## src/rtl/ssd_pkg.sv

```systemverilog
// Shared types, command codes and the character font for the seven-segment scan display.
// No dependencies; the frame store and top level use scoped names, the bench imports it.
`default_nettype none

package ssd_pkg;

  typedef enum logic [3:0] {
    ActTick       = 4'd0,
    ActUpperChar  = 4'd1,
    ActLowerChar  = 4'd2,
    ActClearUpper = 4'd3,
    ActClearLower = 4'd4,
    ActLed        = 4'd5,
    ActRaw        = 4'd6,
    ActSetAll     = 4'd7,
    ActClearAll   = 4'd8,
    ActTurretOn   = 4'd9,
    ActTurretOff  = 4'd10
  } action_e;

  typedef struct packed {
    logic [3:0] action;
    logic [3:0] position;
    logic [7:0] value;
  } cmd_t;

  typedef struct packed {
    logic [3:0] scan_slot;
    logic [7:0] segment_byte;
    logic       turret_lit;
  } scan_t;

  localparam logic [7:0] SegAllOn = 8'hFF;
  localparam logic [7:0] SegDash  = 8'h40;  // segment G
  localparam logic [7:0] SegUnder = 8'h08;  // segment D

  localparam logic [7:0] FontDigits [10] = '{
    8'h3F, 8'h06, 8'h5B, 8'h4F, 8'h66, 8'h6D, 8'h7D, 8'h07, 8'h7F, 8'h6F
  };

  // W and X share one pattern
  localparam logic [7:0] FontLetters [26] = '{
    8'h77, 8'h7C, 8'h39, 8'h5E, 8'h79, 8'h71, 8'h3D, 8'h76, 8'h06, 8'h1E,
    8'h72, 8'h38, 8'h55, 8'h54, 8'h3F, 8'h73, 8'h67, 8'h50, 8'h6D, 8'h78,
    8'h3E, 8'h1C, 8'h49, 8'h49, 8'h6E, 8'h48
  };

  localparam logic [7:0] ChUpperA = 8'h41;
  localparam logic [7:0] ChUpperZ = 8'h5A;
  localparam logic [7:0] ChLowerA = 8'h61;
  localparam logic [7:0] ChLowerZ = 8'h7A;
  localparam logic [7:0] ChZero   = 8'h30;
  localparam logic [7:0] ChNine   = 8'h39;
  localparam logic [7:0] ChDash   = 8'h2D;
  localparam logic [7:0] ChUnder  = 8'h5F;

  function automatic logic [7:0] glyph_of(input logic [7:0] code);
    logic [7:0] off;
    logic [7:0] seg;
    off = '0;
    seg = '0;
    if (code >= ChUpperA && code <= ChUpperZ) begin
      off = code - ChUpperA;
      seg = FontLetters[off[4:0]];
    end else if (code >= ChLowerA && code <= ChLowerZ) begin
      off = code - ChLowerA;
      seg = FontLetters[off[4:0]];
    end else if (code >= ChZero && code <= ChNine) begin
      off = code - ChZero;
      seg = FontDigits[off[3:0]];
    end else if (code == ChDash) begin
      seg = SegDash;
    end else if (code == ChUnder) begin
      seg = SegUnder;
    end
    return seg;
  endfunction

endpackage

`default_nettype wire

```

## src/rtl/ssd_if.sv

```systemverilog
// Valid/ready channel interfaces for the command words and the scan words.
// Depends on nothing; used by the top level of the seven-segment scan display.
`default_nettype none

interface ssd_cmd_if;
  logic       valid;
  logic       ready;
  logic [3:0] action;
  logic [3:0] position;
  logic [7:0] value;

  modport source (output valid, action, position, value, input ready);
  modport sink   (input valid, action, position, value, output ready);
endinterface

interface ssd_scan_if;
  logic       valid;
  logic       ready;
  logic [3:0] scan_slot;
  logic [7:0] segment_byte;
  logic       turret_lit;

  modport source (output valid, scan_slot, segment_byte, turret_lit, input ready);
  modport sink   (input valid, scan_slot, segment_byte, turret_lit, output ready);
endinterface

`default_nettype wire

```

## src/rtl/ssd_frame_store.sv

```systemverilog
// Frame store of the scan display: digit bytes, LED byte, turret flag and scan pointer.
// Executes one registered command word per enable; uses ssd_pkg.
`default_nettype none

module ssd_frame_store #(
  parameter int UPPER_DIGITS = 4,
  parameter int LOWER_DIGITS = 4,
  parameter int LED_COUNT    = 8
) (
  input  logic          clk_i,
  input  logic          rst_ni,
  input  logic          exec_i,
  input  ssd_pkg::cmd_t cmd_i,
  output ssd_pkg::scan_t scan_o
);

  localparam int DigitTotal = UPPER_DIGITS + LOWER_DIGITS;
  localparam int SlotCount  = DigitTotal + 1;
  localparam int PtrW       = $clog2(SlotCount);
  localparam int IdxW       = $clog2(DigitTotal);

  logic [7:0]      digit_q [DigitTotal];
  logic [7:0]      digit_d [DigitTotal];
  logic [7:0]      led_q, led_d;
  logic [PtrW-1:0] ptr_q, ptr_d;
  logic            turret_q, turret_d;

  logic [7:0]      glyph;
  logic [IdxW-1:0] lower_idx;
  logic [PtrW+3:0] slot_wide;

  always_comb begin
    digit_d   = digit_q;
    led_d     = led_q;
    ptr_d     = ptr_q;
    turret_d  = turret_q;
    glyph     = ssd_pkg::glyph_of(cmd_i.value);
    lower_idx = IdxW'(UPPER_DIGITS + int'(cmd_i.position));
    if (exec_i) begin
      unique case (ssd_pkg::action_e'(cmd_i.action))
        ssd_pkg::ActTick: begin
          ptr_d = (ptr_q == PtrW'(SlotCount - 1)) ? '0 : ptr_q + 1'b1;
        end
        ssd_pkg::ActUpperChar: begin
          if (int'(cmd_i.position) < UPPER_DIGITS) begin
            digit_d[cmd_i.position[IdxW-1:0]] = glyph;
          end
        end
        ssd_pkg::ActLowerChar: begin
          if (int'(cmd_i.position) < LOWER_DIGITS) begin
            digit_d[lower_idx] = glyph;
          end
        end
        ssd_pkg::ActClearUpper: begin
          for (int i = 0; i < UPPER_DIGITS; i++) digit_d[i] = '0;
        end
        ssd_pkg::ActClearLower: begin
          for (int i = UPPER_DIGITS; i < DigitTotal; i++) digit_d[i] = '0;
        end
        ssd_pkg::ActLed: begin
          if (int'(cmd_i.position) < LED_COUNT && int'(cmd_i.position) < 8) begin
            led_d[cmd_i.position[2:0]] = cmd_i.value[0];
          end
        end
        ssd_pkg::ActRaw: begin
          if (int'(cmd_i.position) < DigitTotal) begin
            digit_d[cmd_i.position[IdxW-1:0]] = cmd_i.value;
          end else if (int'(cmd_i.position) == DigitTotal) begin
            led_d = cmd_i.value;
          end
        end
        ssd_pkg::ActSetAll: begin
          for (int i = 0; i < DigitTotal; i++) digit_d[i] = ssd_pkg::SegAllOn;
          led_d    = ssd_pkg::SegAllOn;
          turret_d = 1'b1;
        end
        ssd_pkg::ActClearAll: begin
          for (int i = 0; i < DigitTotal; i++) digit_d[i] = '0;
          led_d    = '0;
          turret_d = 1'b0;
        end
        ssd_pkg::ActTurretOn:  turret_d = 1'b1;
        ssd_pkg::ActTurretOff: turret_d = 1'b0;
        default: ;  // unused codes leave everything as is
      endcase
    end
  end

  // Slot shown this tick; the last slot carries the LED byte
  always_comb begin
    slot_wide           = {4'b0000, ptr_q};
    scan_o.scan_slot    = slot_wide[3:0];
    scan_o.turret_lit   = turret_q;
    if (int'(ptr_q) < DigitTotal) begin
      scan_o.segment_byte = digit_q[ptr_q[IdxW-1:0]];
    end else begin
      scan_o.segment_byte = led_q;
    end
  end

  always_ff @(posedge clk_i or negedge rst_ni) begin
    if (!rst_ni) begin
      digit_q  <= '{default: 8'h00};
      led_q    <= '0;
      ptr_q    <= '0;
      turret_q <= 1'b0;
    end else begin
      digit_q  <= digit_d;
      led_q    <= led_d;
      ptr_q    <= ptr_d;
      turret_q <= turret_d;
    end
  end

endmodule

`default_nettype wire

```

## src/rtl/seven_segment_scan_display.sv

```systemverilog
// Top level of the multiplexed seven-segment scan display: command register,
// frame store and scan word output register. Uses ssd_pkg, ssd_if and ssd_frame_store.
`default_nettype none

// A command word enters a command register and is executed on the frame store from
// there; an executed tick loads its scan word into the scan output register, which
// holds it valid until it is taken. One command word is taken every
// cycle; only a tick that finds the output register full and unread stalls the
// command register, and with it the input. Every other command gives no scan word.
// Slots 0 to UPPER_DIGITS-1 are the upper digits, then the lower digits, then the
// LED byte; the scan wraps after the LED slot. The store is cleared at reset.
module seven_segment_scan_display #(
  parameter int UPPER_DIGITS = 4,
  parameter int LOWER_DIGITS = 4,
  parameter int LED_COUNT    = 8
) (
  input  logic  clk_i,
  input  logic  rst_ni,
  ssd_cmd_if.sink    cmd_i,
  ssd_scan_if.source scan_o
);

  ssd_pkg::cmd_t  cmd_q;
  logic           cmd_valid_q;
  ssd_pkg::scan_t store_scan;
  ssd_pkg::scan_t out_q;
  logic           out_valid_q;

  logic is_tick;
  logic out_free;
  logic cmd_go;

  assign is_tick  = (ssd_pkg::action_e'(cmd_q.action) == ssd_pkg::ActTick);
  assign out_free = !out_valid_q || scan_o.ready;
  assign cmd_go   = cmd_valid_q && (!is_tick || out_free);

  assign cmd_i.ready = !cmd_valid_q || cmd_go;

  // Command register
  always_ff @(posedge clk_i or negedge rst_ni) begin
    if (!rst_ni) begin
      cmd_valid_q <= 1'b0;
    end else if (cmd_i.ready) begin
      cmd_valid_q <= cmd_i.valid;
    end
  end

  always_ff @(posedge clk_i) begin
    if (cmd_i.ready && cmd_i.valid) begin
      cmd_q.action   <= cmd_i.action;
      cmd_q.position <= cmd_i.position;
      cmd_q.value    <= cmd_i.value;
    end
  end

  ssd_frame_store #(
    .UPPER_DIGITS (UPPER_DIGITS),
    .LOWER_DIGITS (LOWER_DIGITS),
    .LED_COUNT    (LED_COUNT)
  ) u_store (
    .clk_i  (clk_i),
    .rst_ni (rst_ni),
    .exec_i (cmd_go),
    .cmd_i  (cmd_q),
    .scan_o (store_scan)
  );

  // Scan word register: load on an executed tick, drop once taken
  always_ff @(posedge clk_i or negedge rst_ni) begin
    if (!rst_ni) begin
      out_valid_q <= 1'b0;
    end else if (cmd_go && is_tick) begin
      out_valid_q <= 1'b1;
    end else if (scan_o.ready) begin
      out_valid_q <= 1'b0;
    end
  end

  always_ff @(posedge clk_i) begin
    if (cmd_go && is_tick) begin
      out_q <= store_scan;
    end
  end

  assign scan_o.valid        = out_valid_q;
  assign scan_o.scan_slot    = out_q.scan_slot;
  assign scan_o.segment_byte = out_q.segment_byte;
  assign scan_o.turret_lit   = out_q.turret_lit;

endmodule

`default_nettype wire

```

## src/flat_wrapper.sv

```systemverilog
// flat-port wrapper written by rule: the top's interface ports become plain ports
module seven_segment_scan_display_flat 
#(
  parameter int UPPER_DIGITS = 4,
  parameter int LOWER_DIGITS = 4,
  parameter int LED_COUNT    = 8
)
  (clk_i, rst_ni, cmd_i_valid, cmd_i_action, cmd_i_position, cmd_i_value, cmd_i_ready, scan_o_valid, scan_o_scan_slot, scan_o_segment_byte, scan_o_turret_lit, scan_o_ready);
  ssd_cmd_if cmd_i_i ();
  ssd_scan_if scan_o_i ();
  input  logic clk_i;
  input  logic rst_ni;
  input wire logic [$bits(cmd_i_i.valid)-1:0] cmd_i_valid;
  input wire logic [$bits(cmd_i_i.action)-1:0] cmd_i_action;
  input wire logic [$bits(cmd_i_i.position)-1:0] cmd_i_position;
  input wire logic [$bits(cmd_i_i.value)-1:0] cmd_i_value;
  output wire logic [$bits(cmd_i_i.ready)-1:0] cmd_i_ready;
  output wire logic [$bits(scan_o_i.valid)-1:0] scan_o_valid;
  output wire logic [$bits(scan_o_i.scan_slot)-1:0] scan_o_scan_slot;
  output wire logic [$bits(scan_o_i.segment_byte)-1:0] scan_o_segment_byte;
  output wire logic [$bits(scan_o_i.turret_lit)-1:0] scan_o_turret_lit;
  input wire logic [$bits(scan_o_i.ready)-1:0] scan_o_ready;
  assign cmd_i_i.valid = cmd_i_valid;
  assign cmd_i_i.action = cmd_i_action;
  assign cmd_i_i.position = cmd_i_position;
  assign cmd_i_i.value = cmd_i_value;
  assign cmd_i_ready = cmd_i_i.ready;
  assign scan_o_valid = scan_o_i.valid;
  assign scan_o_scan_slot = scan_o_i.scan_slot;
  assign scan_o_segment_byte = scan_o_i.segment_byte;
  assign scan_o_turret_lit = scan_o_i.turret_lit;
  assign scan_o_i.ready = scan_o_ready;
  seven_segment_scan_display #(.UPPER_DIGITS(UPPER_DIGITS), .LOWER_DIGITS(LOWER_DIGITS), .LED_COUNT(LED_COUNT)) u_core (.clk_i(clk_i), .rst_ni(rst_ni), .cmd_i(cmd_i_i), .scan_o(scan_o_i));
endmodule
```

## config.mk

```make
export PLATFORM = sky130hd
export DESIGN_NAME = seven_segment_scan_display_flat
export DESIGN_NICKNAME = d
export VERILOG_FILES = /design/src/rtl/ssd_pkg.sv /design/src/rtl/ssd_if.sv /design/src/rtl/ssd_frame_store.sv /design/src/rtl/seven_segment_scan_display.sv /design/src/flat_wrapper.sv
export SDC_FILE = /design/constraint.sdc
export NUM_CORES = 1
export LEC_CHECK = 0
export BUFFER_PORTS_ARGS = -buffer_cell sky130_fd_sc_hd__buf_2
export CORE_ASPECT_RATIO = 1.2
export CORE_MARGIN = 4
export CORE_UTILIZATION = 50
export CTS_CLUSTER_SIZE = 30
export DETAILED_ROUTE_END_ITERATION = 8
export PLACE_DENSITY_LB_ADDON = 0.2
export SLEW_MARGIN = 5
export SYNTH_ARGS = -nofsm -noshare
export SYNTH_HDL_FRONTEND = slang
export SYNTH_SLANG_ARGS = --single-unit
```

## constraint.sdc

```tcl
create_clock -name clk_i -period 2.91 [get_ports clk_i]
set_input_delay 0.582 -clock clk_i [delete_from_list [all_inputs] [get_ports clk_i]]
set_output_delay 0.582 -clock clk_i [all_outputs]
set_load 0.005 [all_outputs]
```

# After elaboration in Yosys (flattened, before gate mapping)

Memories as Yosys holds them, arrays and structs flattened.
Cells that the tools add are included.

Equality and inequality tests: 20
Multiply operators: 0
Order comparisons: 19
Muxes and demuxes: 38
Reduce and logical (&&, ||, !) cells: 30
Bitwise logic cells: 6
Shift-type cells: 0
Div/mod/pow operators: 0
Add/sub/neg operators: 5

Operator list:

| operator              | count |
|---|---|
| $pmux W32 S5          | 2 |
| $bwmux W64            | 3 |
| $mux W64              | 3 |
| $mux W8               | 17 |
| $demux W8 S3          | 2 |
| $pmux W8 S4           | 1 |
| $bmux W8 S3           | 1 |
| $eq A4 B4 Y1 const B  | 5 |
| $eq A4 B3 Y1 const B  | 4 |
| $ge A8 B7 Y1 const B  | 2 |
| $le A8 B7 Y1 const B  | 2 |
| $reduce_and A5 Y1     | 3 |
| $ge A4 B4 Y1 const B  | 3 |
| $ge A6 B6 Y1 const B  | 2 |
| $ne A2 B2 Y1 const B  | 6 |
| $not A3 Y4            | 3 |
| $not A5 Y6            | 2 |
| $reduce_bool A5 Y1    | 2 |
| $sub A5 B1 Y5 const B | 2 |
| $logic_and A1 B1 Y1   | 9 |
| $bwmux W8             | 1 |
| $eq A4 B2 Y1 const B  | 2 |
| $eq A8 B6 Y1 const B  | 1 |
| $eq A8 B7 Y1 const B  | 1 |
| other kinds (25)      | 39 |

Memories kept: 3
Word-level logic and storage cells: 140
Input bits: 20
Bits in registers: 108
Output and inout bits: 15
Bits in latches: 0
Memory bits (writable): 0
Bits in read-only memories: 640

Memory list:

| name            | words | bits a word | read ports | clocked after Yosys merged registers in | wr ports | line          | RTL |
|---|---|---|---|---|---|---|---|
| (no name shown) | 32    | 8           | 1          | 0                                       | 0        | ssd_pkg.sv:67 | `seg = FontLetters[off[4:0]];` |
| (no name shown) | 32    | 8           | 1          | 0                                       | 0        | ssd_pkg.sv:64 | `seg = FontLetters[off[4:0]];` |
| (no name shown) | 16    | 8           | 1          | 0                                       | 0        | ssd_pkg.sv:70 | `seg = FontDigits[off[3:0]];` |

# Depth between registers and ports, before layout

Gate-level depths: netlist of run 1.

Word-level depth: 11
Mapped depth: 12
Depth with buffers taken out: 9

# Hierarchy

From an unflattened synthesis of run 1, not the netlist that was laid out.

Cell total of the unflattened synthesis: 845
Area, all modules: 7,462.2 um^2

By module, submodules not included:

| module                     | sequential area each (um^2) | times used | area each (um^2) | cells each |
|---|---|---|---|---|
| ssd_frame_store            | 1,926.8                     | 1          | 6,465.0          | 805 |
| seven_segment_scan_display | 920.9                       | 1          | 997.2            | 40 |

# Worst setup path after synthesis of run 1

No wires, ideal clock.

Path type: reg2reg
From: register u_core.cmd_q[1] (netlist name)
To: register (tool-made name)
Cell stages (with the launch flop): 11
Period minus slack after synthesis: 2.636 ns
Buffers on the path: 1
Library setup time: 0.122 ns
Slack: 0.274 ns
Arrival time: 2.515 ns
Data required time: 2.788 ns
Cells stage by stage: edfxtp_1 -> buf_2 -> inv_1 -> ha_1 -> or4b_1 -> nor2_1 -> a211oi_2 -> o211a_1 -> nor2_4 -> a21oi_1 -> a32o_1

RTL lines:

| what               | line                             | RTL |
|---|---|---|
| start: declaration | seven_segment_scan_display.sv:23 | `ssd_pkg::cmd_t cmd_q;` |

==> flow_metrics.env, run 1 <==
export IMPL_p_leak_nw=3.259
export IMPL_dr_first_iter_drc_count=1010
export IMPL_cts_buffers=9
export IMPL_peakVddDrop_uv=287.7
export IMPL_synthMuxAreaShare_pct=6.602
export IMPL_netlist_area_leader_share_pct=26.54
export IMPL_reg2reg_slack_ns=0.21
export IMPL_period_minus_slack_ns=2.700
export IMPL_synth_top_family_by_area="compound AO/OA/AOI/OAI gates"
export IMPL_startpoint_type="flip-flop"
export IMPL_cap_viol_max_count=0
export IMPL_synthAdderAreaFrac_pct=1.814
export IMPL_die_area_um2=16920
export IMPL_reg2regPathDepth=9
export IMPL_met2_length_mm=11.68
export IMPL_whs_ns=0.1904
export IMPL_dr_pass1_iters=5
export IMPL_cpMaxStageDelayCell="buf_4"
export IMPL_final_max_slew_viol_count=0
export IMPL_rows=48
export IMPL_m1WireLength_mm=9.047
export IMPL_fin_util_pct=57.56
export IMPL_drc_errors=0
export IMPL_max_freq_mhz=370.4
export IMPL_ios=35
export IMPL_synth_edff_count=29
export IMPL_core_um2=14470
export IMPL_clockBufferDepth=2
export IMPL_design_area_um2=8332
export IMPL_grt_max_degree=47
export IMPL_status="finished clean"
export IMPL_die_height_um=141.7
export IMPL_detail_route_antenna_nets=0
export IMPL_placed_area_um2=8038
export IMPL_async_reset_ff_share_pct=73.15
export IMPL_portBuffers=34
export IMPL_worstSetupStartpoint="u_core.cmd_q[0]"
export IMPL_synth_xor_area_share_pct=0.9071
export IMPL_tightestPinTransition_ns=0.8308
export IMPL_synth_cells=821
export IMPL_insertion_delay_ns=0.36
export IMPL_synth_warnings=0
export IMPL_die_x_um=119.4
export IMPL_reg2reg_from="u_core.cmd_q[0]"
export IMPL_netlist_top_cells_area="dfrtp_1, edfxtp_1, a21oi_1"
export IMPL_arrival_ns=2.97
export IMPL_power_mw=5.473
export IMPL_stdcell_count=1066
export IMPL_path_clk_slew_ns=0.08
export IMPL_post_cts_setup_buffers=0
export IMPL_synth_cell_types=87
export IMPL_rsz0062_at_grt="no"
export IMPL_synthesis_nets=851
export IMPL_dpl_worst_slack_ns=0.2600
export IMPL_critPathMaxStageDelay_ns=0.42
export IMPL_hold_path_class="input port to asynchronous set/reset pin"
export IMPL_finalWirelength_mm=23.57
export IMPL_clock_sinks=108
export IMPL_final_setup_tns_ns=0
export IMPL_num_vias=7115
export IMPL_post_route_period_util_pct=92.77
export IMPL_syn_to_final_growth_pct=11.86
export IMPL_clock_skew_final_ns=0.01213
export IMPL_yosys_area_share_simple_pct=17.99
export IMPL_slew_headroom_pct=44.41
export IMPL_hold_viol_final=0
export IMPL_cp_cell_sequence="buf_4, ha_1, nor2_1, o21ai_1, nand3_1, a21oi_1, a211oi_2, and2_1, o31ai_1"
export IMPL_p_per_area_nw_per_um2=656.9
export IMPL_overflow=0
export IMPL_cts_root_buf="clkbuf_16"
export IMPL_crit_required_ns=3.18
export IMPL_antenna_found_initial=0
export IMPL_setup_viol=0
export IMPL_syn_area_um2=7448
export IMPL_dpl_hpwl_mm=17.35
export IMPL_fin_ws_ns=0.2105
export IMPL_cp_end_kind="flip-flop"
export IMPL_cts_tree="built"
export IMPL_n_antenna_cell=0
export IMPL_grt_use_total_pct=28.33
export IMPL_first_global_vias=6851
export IMPL_ys_seq_area_share_pct=38.23
export IMPL_synth_seq_cells=108
export IMPL_final_cell_mix="nand2_1, a21oi_1, dfrtp_1"
export IMPL_avgSynthCellArea_um2=9.072
export IMPL_placed_cells=1050
export IMPL_synth_compound_area_share_pct=29.40
export IMPL_crit_fanout=42
export IMPL_ctsHtreeMaxLevel=3
export IMPL_nets=891
export IMPL_start_util_pct=51.46
export IMPL_met3_length_mm=1.838
export IMPL_synth_area_leader_cell="dfrtp_1"
export IMPL_ys_flop_type="dfrtp_1"
export IMPL_avgRoutedWirePerCell_um=22.11
export IMPL_layout_commonest_cell="nand2_1"
export IMPL_via_per_inst=6.674
export IMPL_drive_gt1_share_pct=19.05
export IMPL_gp_congestion=0.9595
export IMPL_criticalPathCategory="flip-flop to flip-flop"
export IMPL_post_cts_resized=0
export IMPL_ctsHoldBuffers=0
export IMPL_top_layer="met4"
export IMPL_grt_pass1_wl_mm=37.94
==> how the worst min path moves through the flow <==
stage,start,to,slack (ns),cells after the start
2_1_floorplan,rst_ni,asynchronous set/reset pin,0.29,0
3_3_place_gp,flip-flop,flip-flop,0.46,2
3_5_place_dp,flip-flop,flip-flop,0.47,1
4_1_cts,rst_ni,asynchronous set/reset pin,0.21,1
5_1_grt,rst_ni,asynchronous set/reset pin,0.23,1
6_report,rst_ni,asynchronous set/reset pin,0.19,1
==> synth_stat cells (4+ instances only) <==
| master | number |
|---|---|
| a222oi_1 | 4 |
| a21o_1 | 5 |
| o32ai_1 | 9 |
| dfrtp_1 | 79 |
| or3_1 | 4 |
| a21oi_1 | 79 |
| clkbuf_1 | 32 |
| nand2_1 | 104 |
| and2_1 | 5 |
| a221oi_1 | 35 |
| mux4_2 | 16 |
| o21ai_1 | 14 |
| a22oi_1 | 5 |
| o31ai_1 | 13 |
| mux2i_1 | 12 |
| a211oi_1 | 12 |
| and3_1 | 5 |
| nand3b_1 | 4 |
| nor3_1 | 9 |
| o211ai_1 | 6 |
| nand3_1 | 9 |
| buf_2 | 25 |
| o21a_1 | 5 |
| nand2b_1 | 16 |
| buf_4 | 4 |
| nor2_1 | 72 |
| o22ai_1 | 5 |
| inv_1 | 14 |
| a31oi_1 | 16 |
| a22o_1 | 9 |
| edfxtp_1 | 29 |
| o21ai_0 | 62 |
| nand4_1 | 5 |
| ha_1 | 10 |
| nor2b_1 | 7 |
==> worst max-delay path: cells and delay by family (launching register included) <==
family | cells | cell delay (ns)
compound gates | 4 | 0.83
fa+ha+maj | 1 | 0.34
buf+inv | 1 | 0.42
flops | 1 | 0.36
simple gates | 3 | 0.66
==> logic make-up after synthesis <==
kind of cell,after synthesis
mux,29
flops,108
fa+ha+maj,11
buf+inv,82
compound gates,316
simple gates,269
xor+xnor,6
==> per-layer routing <==
| metal | vias up | global-route usage (%) |
|---|---|---|
| met5 | - | 0 |
| met4 | 0 | 12.06 |
| met3 | 86 | 4.226 |
| met2 | 372 | 47.84 |
| met1 | 3458 | 36.43 |
| li1 | 3199 | - |
==> layout make-up <==
class                      instances  area, um^2
fill                            1246        6142
clock buffer                      10       239.0
sequential                       108        2848
tap                              200       250.2
multi-input combinational        631        4224
inverter                          16       60.06
timing repair buffer              95       655.6
clock inverter                     6       55.05
==> where the power goes <==
group / total (mW) / internal, mW / switching, mW
combinational: 1.86 / 0.849 / 1.01
clock: 1.24 / 0.624 / 0.616
sequential: 2.38 / 1.98 / 0.400
total: 5.47 / 3.45 / 2.02
Note: power is estimated with default switching activity, not from simulation.
==> run 2, diff against run 1 <==
Settings changed: CORE_UTILIZATION 50 to 54, TNS_END_PERCENT set to 10.
==> flow_metrics.env, run 2 (synthesis results as in run 1) <==
export IMPL_hold_path_class="input port to asynchronous set/reset pin"
export IMPL_first_global_vias=6895
export IMPL_startpoint_type="flip-flop"
export IMPL_die_height_um=136.7
export IMPL_fillers=1130
export IMPL_dpl_hpwl_mm=17.60
export IMPL_crit_fanout=15
export IMPL_switching_share_pct=36.92
export IMPL_cp_end_kind="flip-flop"
export IMPL_grt_max_degree=60
export IMPL_insertion_delay_ns=0.35
export IMPL_path_clk_slew_ns=0.07
export IMPL_period_minus_slack_ns=2.689
export IMPL_p_sw_mw=1.999
export IMPL_clock_sinks=108
export IMPL_via_per_inst=6.890
export IMPL_clockBufferDepth=2
export IMPL_max_freq_mhz=371.9
export IMPL_antenna_found_initial=0
export IMPL_p_leak_nw=3.282
export IMPL_post_route_period_util_pct=92.40
export IMPL_setup_viol=0
export IMPL_cts_tree="built"
export IMPL_slew_headroom_pct=36.46
export IMPL_core_um2=13350
export IMPL_final_setup_tns_ns=0
export IMPL_gp_congestion=0.9736
export IMPL_combPwrFrac_pct=35.3
export IMPL_post_cts_setup_buffers=0
export IMPL_final_max_slew_viol_count=0
export IMPL_syn_to_final_growth_pct=11.52
export IMPL_fin_ws_ns=0.2213
export IMPL_ctsHoldBuffers=0
export IMPL_status="finished clean"
export IMPL_die_area_um2=15740
export IMPL_dr_pass1_iters=6
export IMPL_dr_first_iter_drc_count=936
export IMPL_tightestPinTransition_ns=0.9496
export IMPL_reg2reg_slack_ns=0.22
export IMPL_dpl_worst_slack_ns=0.3119
export IMPL_cts_root_buf="clkbuf_16"
export IMPL_arrival_ns=2.92
export IMPL_portBuffers=34
export IMPL_fin_util_pct=62.21
export IMPL_power_mw=5.416
export IMPL_final_cell_mix="nand2_1, a21oi_1, dfrtp_1"
export IMPL_power_internal_mw=3.416
export IMPL_rows=46
export IMPL_avgRoutedWirePerCell_um=23.12
export IMPL_p_clk_share_pct=21.0
export IMPL_cap_viol_max_count=0
export IMPL_p_per_area_nw_per_um2=652.0
export IMPL_peakVddDrop_uv=543.6
export IMPL_cts_buffers=9
export IMPL_hold_viol_final=0
export IMPL_rsz0062_at_grt="no"
export IMPL_grt_pass1_wl_mm=38.63
export IMPL_nets=899
export IMPL_p_seq_share_pct=43.6
export IMPL_drc_errors=0
export IMPL_num_vias=7179
export IMPL_start_util_pct=55.78
export IMPL_clock_skew_final_ns=0.008444
export IMPL_overflow=0
export IMPL_die_x_um=115.2
export IMPL_layout_commonest_cell="nand2_1"
export IMPL_n_antenna_cell=0
export IMPL_crit_required_ns=3.14
export IMPL_ctsHtreeMaxLevel=3
export IMPL_ios=35
export IMPL_finalWirelength_mm=24.09
export IMPL_multiInputGateArea_um2=4224
export IMPL_regArea_um2=2848
export IMPL_detail_route_antenna_nets=0
export IMPL_drive_gt1_share_pct=19.57
export IMPL_criticalPathCategory="flip-flop to flip-flop"
export IMPL_post_cts_resized=0
export IMPL_grt_use_total_pct=31.80
export IMPL_reg2regPathDepth=5
[run 2: changes by cell type in the layout (fill, tap and decap cells not counted), sizes merged]
cell,change
buf,+8
clkinv,+3
inv,-3
clkbuf,+1
clkinvlp,-1
[run 2: worst paths after layout]
kind                              startpoint                         end
max                         u_core.cmd_q[14]                   flip-flop
min                                   rst_ni  asynchronous set/reset pin
max reg2reg                 u_core.cmd_q[14]                   flip-flop
min reg2reg                        flip-flop                   flip-flop
max in group asynchronous             rst_ni  asynchronous set/reset pin
min in group clk_i         cmd_i_position[2]            u_core.cmd_q[10]
[run 2: layer usage]
layer	vias to the layer above	global-route usage, %	share of wire (%)
met5	-	0	0
met1	3427	40.92	38
met3	89	6.280	9.8
li1	3213	-	-
met2	450	50.74	47
met4	0	16.50	5.2
[run 2: metrics by stage]
stage / hold slack, ns / instances / cell area [um^2]
detailed placement: 0.4711 / 1026 / 8045
floorplan: 0.2864 / 821 / 7448
global placement: 0.4557 / 1026 / 8045
CTS: 0.1192 / 1042 / 8307
global route: 0.1343 / 1042 / 8307
finish: 0.1195 / 1042 / 8307
[run 2: layout make-up]
type / count / share of cell area (%)
clock buffers: 11 / 2.802
clock inverters: 5 / 0.3464
inverters: 16 / 0.7230
multi-input cells: 631 / 50.85
flip-flops and latches: 108 / 34.28
well taps: 168 / 2.531
repair buffers: 103 / 8.465
[run 2: worst max-delay path, cell delays in order (launching register included)]
cell	delay [ns]
edfxtp_1	0.74
nand3_1	0.60
buf_4	0.35
nor2_1	0.33
a221oi_1	0.16
o32ai_1	0.37
[run 2: power by group through the flow]
stage	Combinational [mW]	Sequential [mW]	Clock [mW]
after floorplan	1.41	2.20	0
after global placement	1.83	2.36	0
after detailed placement	1.88	2.38	0
after CTS	1.88	2.35	1.15
after global routing	2.08	2.41	1.22
final	1.91	2.36	1.14
